--- config.mk ---
export PLATFORM = sky130hd
export DESIGN_NAME = ecl_lane
export DESIGN_NICKNAME = d
export VERILOG_FILES = /design/src/design/ecl_pkg.sv /design/src/design/ecl_lane.sv
export SDC_FILE = /design/constraint.sdc
export NUM_CORES = 1
export LEC_CHECK = 0
export ABC_AREA = 1
export BUFFER_PORTS_ARGS = -buffer_cell sky130_fd_sc_hd__buf_4
export CORE_ASPECT_RATIO = 0.8
export CORE_MARGIN = 3
export CORE_UTILIZATION = 54
export CTS_CLUSTER_SIZE = 28
export DETAILED_ROUTE_END_ITERATION = 8
export GPL_TIMING_DRIVEN = 0
export PLACE_DENSITY_LB_ADDON = 0.05
export SKIP_LAST_GASP = 1
export SYNTH_ARGS = -nofsm -noshare
export SYNTH_HDL_FRONTEND = slang
export SYNTH_SLANG_ARGS = --single-unit
--- constraint.sdc ---
create_clock -name clk -period 6.86 [get_ports clk]
set_input_delay 1.372 -clock clk [delete_from_list [all_inputs] [get_ports clk]]
set_output_delay 1.372 -clock clk [all_outputs]
set_load 0.005 [all_outputs]
--- src/design/ecl_pkg.sv ---
// Shared types, constants and rounding helper for the easing curve interpolator
package ecl_pkg;

  localparam int DATA_W = 16;
  localparam int FRAC   = 12;
  localparam int CH     = 4;
  localparam int A_W    = 20;  // eased weight, signed Q12 with overshoot headroom
  localparam int APB_AW = 2;

  localparam logic [12:0] ONE = 13'd4096;
  localparam logic [14:0] OVERSHOOT_RESET = 15'd6144;
  localparam logic [APB_AW-1:0] ADDR_OVERSHOOT = 2'd0;

  // curve selector codes
  localparam logic [3:0] OP_LINEAR     = 4'd0;
  localparam logic [3:0] OP_SMOOTH     = 4'd1;
  localparam logic [3:0] OP_SMOOTHER   = 4'd2;
  localparam logic [3:0] OP_SINE       = 4'd3;
  localparam logic [3:0] OP_SINE_IN    = 4'd4;
  localparam logic [3:0] OP_SINE_OUT   = 4'd5;
  localparam logic [3:0] OP_CIRCLE_IN  = 4'd6;
  localparam logic [3:0] OP_CIRCLE_OUT = 4'd7;
  localparam logic [3:0] OP_SWING      = 4'd8;
  localparam logic [3:0] OP_SWING_IN   = 4'd9;
  localparam logic [3:0] OP_SWING_OUT  = 4'd10;

  // pipeline stage indices
  localparam int ST_IN     = 0;
  localparam int ST_ALIGN  = 14;  // sine and root results registered here
  localparam int ST_WEIGHT = 15;
  localparam int ST_PROD   = 16;
  localparam int ST_OUT    = 17;
  localparam int NSTG      = 18;

  // sine polynomial constants, Q30
  localparam logic [30:0] PIHALF_Q30 = 31'd1686629713;
  localparam logic [30:0] ONE30      = 31'h4000_0000;

  // floor(v/d) for v < 2^32 as (v*m) >> (32+l), m = ceil(2^(32+l)/d)
  localparam logic [32:0] SIN_RCP [5] = '{
    33'(((64'd1 << 39) + 64'd109) / 64'd110),
    33'(((64'd1 << 39) + 64'd71) / 64'd72),
    33'(((64'd1 << 38) + 64'd41) / 64'd42),
    33'(((64'd1 << 37) + 64'd19) / 64'd20),
    33'(((64'd1 << 35) + 64'd5) / 64'd6)
  };
  localparam int SIN_DSH [5] = '{39, 39, 38, 37, 35};

  typedef logic signed [A_W-1:0]    weight_t;
  typedef logic signed [DATA_W-1:0] sample_t;

  typedef struct packed {
    logic [3:0]  op;
    logic [12:0] p;
  } shape_req_t;

  typedef struct packed {
    logic    clamp;
    sample_t from;
    sample_t to;
  } lane_req_t;

  // round half up, arithmetic
  function automatic logic signed [47:0] rnd_q(input logic signed [47:0] v,
                                               input int unsigned sh);
    rnd_q = (v + (48'sd1 <<< (sh - 1))) >>> sh;
  endfunction

endpackage

--- src/design/ecl_lane.sv ---
// One channel lane: start + (end - start) * weight, rounded, saturated, optionally clamped at zero
module ecl_lane (
  input  logic                     clk,
  input  logic [ecl_pkg::ST_OUT:1] en,
  input  ecl_pkg::lane_req_t       req,
  input  ecl_pkg::weight_t         weight,
  output ecl_pkg::sample_t         blend
);
  import ecl_pkg::*;

  lane_req_t          req_d [1:ST_WEIGHT];
  logic signed [37:0] prod;
  sample_t            from16;
  logic               clamp16;
  logic signed [47:0] diff, sum;
  sample_t            blend_next;

  always_ff @(posedge clk) begin
    if (en[1]) req_d[1] <= req;
    for (int i = 2; i <= ST_WEIGHT; i++) begin
      if (en[i]) req_d[i] <= req_d[i-1];
    end
  end

  assign diff = 48'(req_d[ST_WEIGHT].to) - 48'(req_d[ST_WEIGHT].from);

  always_ff @(posedge clk) begin
    if (en[ST_PROD]) begin
      prod    <= 38'(diff * 48'(weight));
      from16  <= req_d[ST_WEIGHT].from;
      clamp16 <= req_d[ST_WEIGHT].clamp;
    end
  end

  assign sum = 48'(from16) + rnd_q(48'(prod), FRAC);

  always_comb begin
    if (sum > 48'sd32767) begin
      blend_next = sample_t'(16'sh7FFF);
    end else if (sum < -48'sd32768) begin
      blend_next = sample_t'(16'sh8000);
    end else begin
      blend_next = sample_t'(sum[15:0]);
    end
    if (clamp16 && blend_next[DATA_W-1]) blend_next = '0;
  end

  always_ff @(posedge clk) begin
    if (en[ST_OUT]) blend <= blend_next;
  end

endmodule

After elaboration in Yosys (flattened, before gate mapping)

Memories as Yosys holds them, arrays and structs flattened.
Cells that the tools add are included.

Bits in registers: 70
Bits in writable memories: 495
Input bits: 71
Output and inout port bits: 16
Word-level logic and storage cells: 44
Memories: 1

Memories:

| memory | words | width | read ports | clocked after Yosys merged registers in | wr ports | line           | source |
|---|---|---|---|---|---|---|---|
| req_d  | 15    | 33    | 15         | 0                                       | 15       | ecl_lane.sv:11 | `lane_req_t req_d [1:ST_WEIGHT];` |

Add/subtract/negate cells: 3
$mul: 1
Order comparisons: 2
Muxes and demuxes: 32
Reductions and logical operators: 1

Operator list:

| kind                   | count |
|---|---|
| $add 37x13->38 const B | 1 |
| $mul 17x20->37         | 1 |
| $mux 16                | 2 |
| $mux 1                 | 30 |
| $add 16x26->27         | 1 |
| $gt 27x16->1 const B   | 1 |
| $lt 27x16->1 const B   | 1 |
| $sub 16x16->17         | 1 |
| $logic_and 1x1->1      | 1 |

Longest topological paths before layout

Depth in word-level cells: 6
Depth in mapped cells: 39
Depth with buffers taken out: 39

Least setup slack after synthesis

Ideal clock, no wire load.

Path kind: reg2reg
From: register req_d[0][511] (netlist name)
To: register prod[34] (data pin)
Setup time: 0.265 ns
Arrival: 6.670 ns
Data required time: 6.595 ns
Path slack: -0.075 ns
Cell stages (with the launch flop): 29
Buffers on the path: 1
Clock period less this slack: 6.935 ns
Path through: edfxtp_1 -> ha_1 -> fa_1 -> inv_1 -> nand3_1 -> nand2_1 -> nand3_1 -> nand3_1 -> nand2_2 -> a21oi_1 -> nand2_1 -> a22oi_4 -> buf_4 -> nor2_1 -> fa_1 -> fa_1 -> fa_1 -> fa_1 -> fa_1 -> inv_1 -> fa_1 -> inv_1 -> ha_1 -> a21oi_1 -> o21a_1 -> o21ai_0 -> a221oi_1 -> o21ai_0 -> xor2_1

RTL lines:

| what                 | line           | source |
|---|---|---|
| end signal, assigned | ecl_lane.sv:29 | `prod <= 38'(diff * 48'(weight));` |
| end, declared        | ecl_lane.sv:12 | `logic signed [37:0] prod;` |

==> results.toml <==
[outcome]
status = "complete, but fails checks"
violations = "setup timing"

[placement]
numPortBuffers = 84
postPlaceCellArea_um2 = 34000
dp_cells = 3537
place_congestion = 0.985
hpwlAfterDp_um = 58000

[synth]
synthTopCellsByArea = "edfxtp_1 51%, fa_1 21%, inv_1 6.1%, ha_1 5.0%, nand2_1 5.0%"
ys_seq_elements = 554
synth_area_um2 = 32400
synth_top_cell_by_area = "edfxtp_1"
synth.top_cell.area_share_pct = 51.3
seq_area_frac_synth_pct = 51.3
syn_nets = 3227
avgSynthCellArea_um2 = 12.1
netlist_instances = 2684
ys_types = 42
ys.warnings.count = 0

[global_routing]
grt_usage_pct = 24.2
grt_overflow = 0
antenna_found_initial = 2
grt_max_degree = 44
grt_pass1_vias = 20200
grt_pass1_wl_um = 115000

[layout]
mostFrequentLayoutCell = "edfxtp_1"
layout_common_cells = "554 x edfxtp_1, 487 x inv_1, 364 x nand2_1"
fin_nets = 3478
final_layout_size_suffix_gt1_share_pct = 21.8
final_cell_count_no_fill = 3743
syn_to_final_growth_pct = 19.2
final_core_util_pct = 65.8
fin_area_um2 = 38600

[critical_path]
cp-start-kind = "register"
critical_path.top_delay_family = "adder cells"
crit_type = "register to register"
critPathSlowestCell = "fa_2"
cp.required_ps = 7200
path_common_cell = "nand2_4"
cp_max_fo = 5
critPathMaxStageDelay_ps = 550
cp.arrival_ps = 7740
crit_buf_inv = 5
cp-end-kind = "register"

[timing]
worst_pin_slew_ps = 919
fin_hold_ws_ps = 401
fin_crit_sh_pct = 108
setup_slack_ps = -542
period_minus_slack_ps = 7400
fmaxAchievable_mhz = 135
setup_viol = 21
hold_violations = 0
slew_headroom_pct = 38.7
rsz0062_at_grt = "yes"
finalClockSkew_ps = 25.7
drv_slew = 0

[detailed_routing]
wirelength_um = 73700
wl_per_cell_um = 19.7
antenna_left = 0
vias = 19600
drt_iter0_drc = 1327
viasPerCell = 5.24
drc = 0
drtPass1Iterations = 5

[clock_network]
ctsHoldBuffers = 0
htree_levels = 2
cts_tree = "built"
clock-sinks = 554
clockBufferDepth = 3
root_buffer = "clkbuf_16"
numCtsBuffers = 46
clkTransAtPathRegs_ps = 70
clock_latency_ps = 560

[hold_path]
hp-class = "register to register"

[job]
drv_cap = 0

[die]
die-area_um2 = 63000
die_y_um = 225
num_rows = 79
initial_core_util_pct = 55.2
fp.dieW_um = 280
io_pins = 87
core_area_um2 = 58700
-- timing repair --
action / CTS / global route
pin swaps: 107 / 167
cloned: 1 / 1
setup endpoints to repair: 26 / 24
gates resized for setup: 294 / 224
buffers inserted: 65 / 58
-- sequential cells by signal, indices dropped and copies added (netlist names) --
name     count
req_d      495
from16      16
clamp16      1
blend       16
prod        26
-- per-layer routing --
layer | share of wire, % | track usage, % | vias to the layer above
li1 | - | - | 9124
met1 | 46 | 36.7 | 9803
met2 | 43 | 35.2 | 604
met3 | 9.5 | 7.29 | 99
met4 | 2.1 | 4.46 | 2
met5 | 0.11 | 0 | -
-- area by class of cell --
class                           count  area [µm²]
Antenna cell                        2        5.00
Buffer                             44         325
Clock buffer                       50        1190
Clock inverter                     35         370
Fill cell                        4432       20100
Inverter                          536        2070
Multi-Input combinational cell   1549       15300
Sequential cell                   554       16600
Tap cell                          769         962
Timing Repair Buffer              204        1760
-- stage by stage --
stage	setup WS (ps)	TNS (ps)
final	-542	-6350
after CTS	-519	-6390
after floorplan	22.0	0
after global placement	-2030	-32560
after global routing	-777	-11290
after detailed placement	-2020	-34020
-- synth_stat cells, drive strengths merged --
| library cell | instances |
|---|---|
| a31oi | 4 |
| nand3b | 4 |
| nand3 | 98 |
| a41oi | 1 |
| a21o | 3 |
| a22oi | 1 |
| nor2 | 247 |
| xor2 | 47 |
| and2 | 2 |
| a311oi | 1 |
| a21oi | 91 |
| o21ai | 40 |
| o21a | 6 |
| clkinv | 6 |
| clkbuf | 33 |
| ha | 130 |
| nor3 | 14 |
| o211ai | 1 |
| nand2 | 448 |
| a221oi | 3 |
| buf | 13 |
| or2 | 7 |
| o21bai | 5 |
| edfxtp | 554 |
| fa | 342 |
| xnor2 | 22 |
| a211oi | 3 |
| nor4 | 1 |
| inv | 530 |
| nand4 | 27 |
-- final timing paths --
kind            startpoint            end  slack [ps]  cells past startpoint
max          req_d[0][511]       prod[35]        -540                     31
min          req_d[0][438]  req_d[0][471]         400                      0
max reg2reg  req_d[0][511]       prod[35]        -540                     31
min reg2reg  req_d[0][438]  req_d[0][471]         400                      0
-- kinds of logic after synthesis --
family | share of synthesized area (%)
AOI/OAI and AO/OA | 2.83
xor gates and xnor gates | 1.89
adders and majority gates | 26.2
buffers and inverters | 6.85
DFF | 51.3
and+or+nand+nor | 10.9
Power is not shown: default switching activity piles up to over one toggle a cycle in this logic, so the estimate is an artifact.
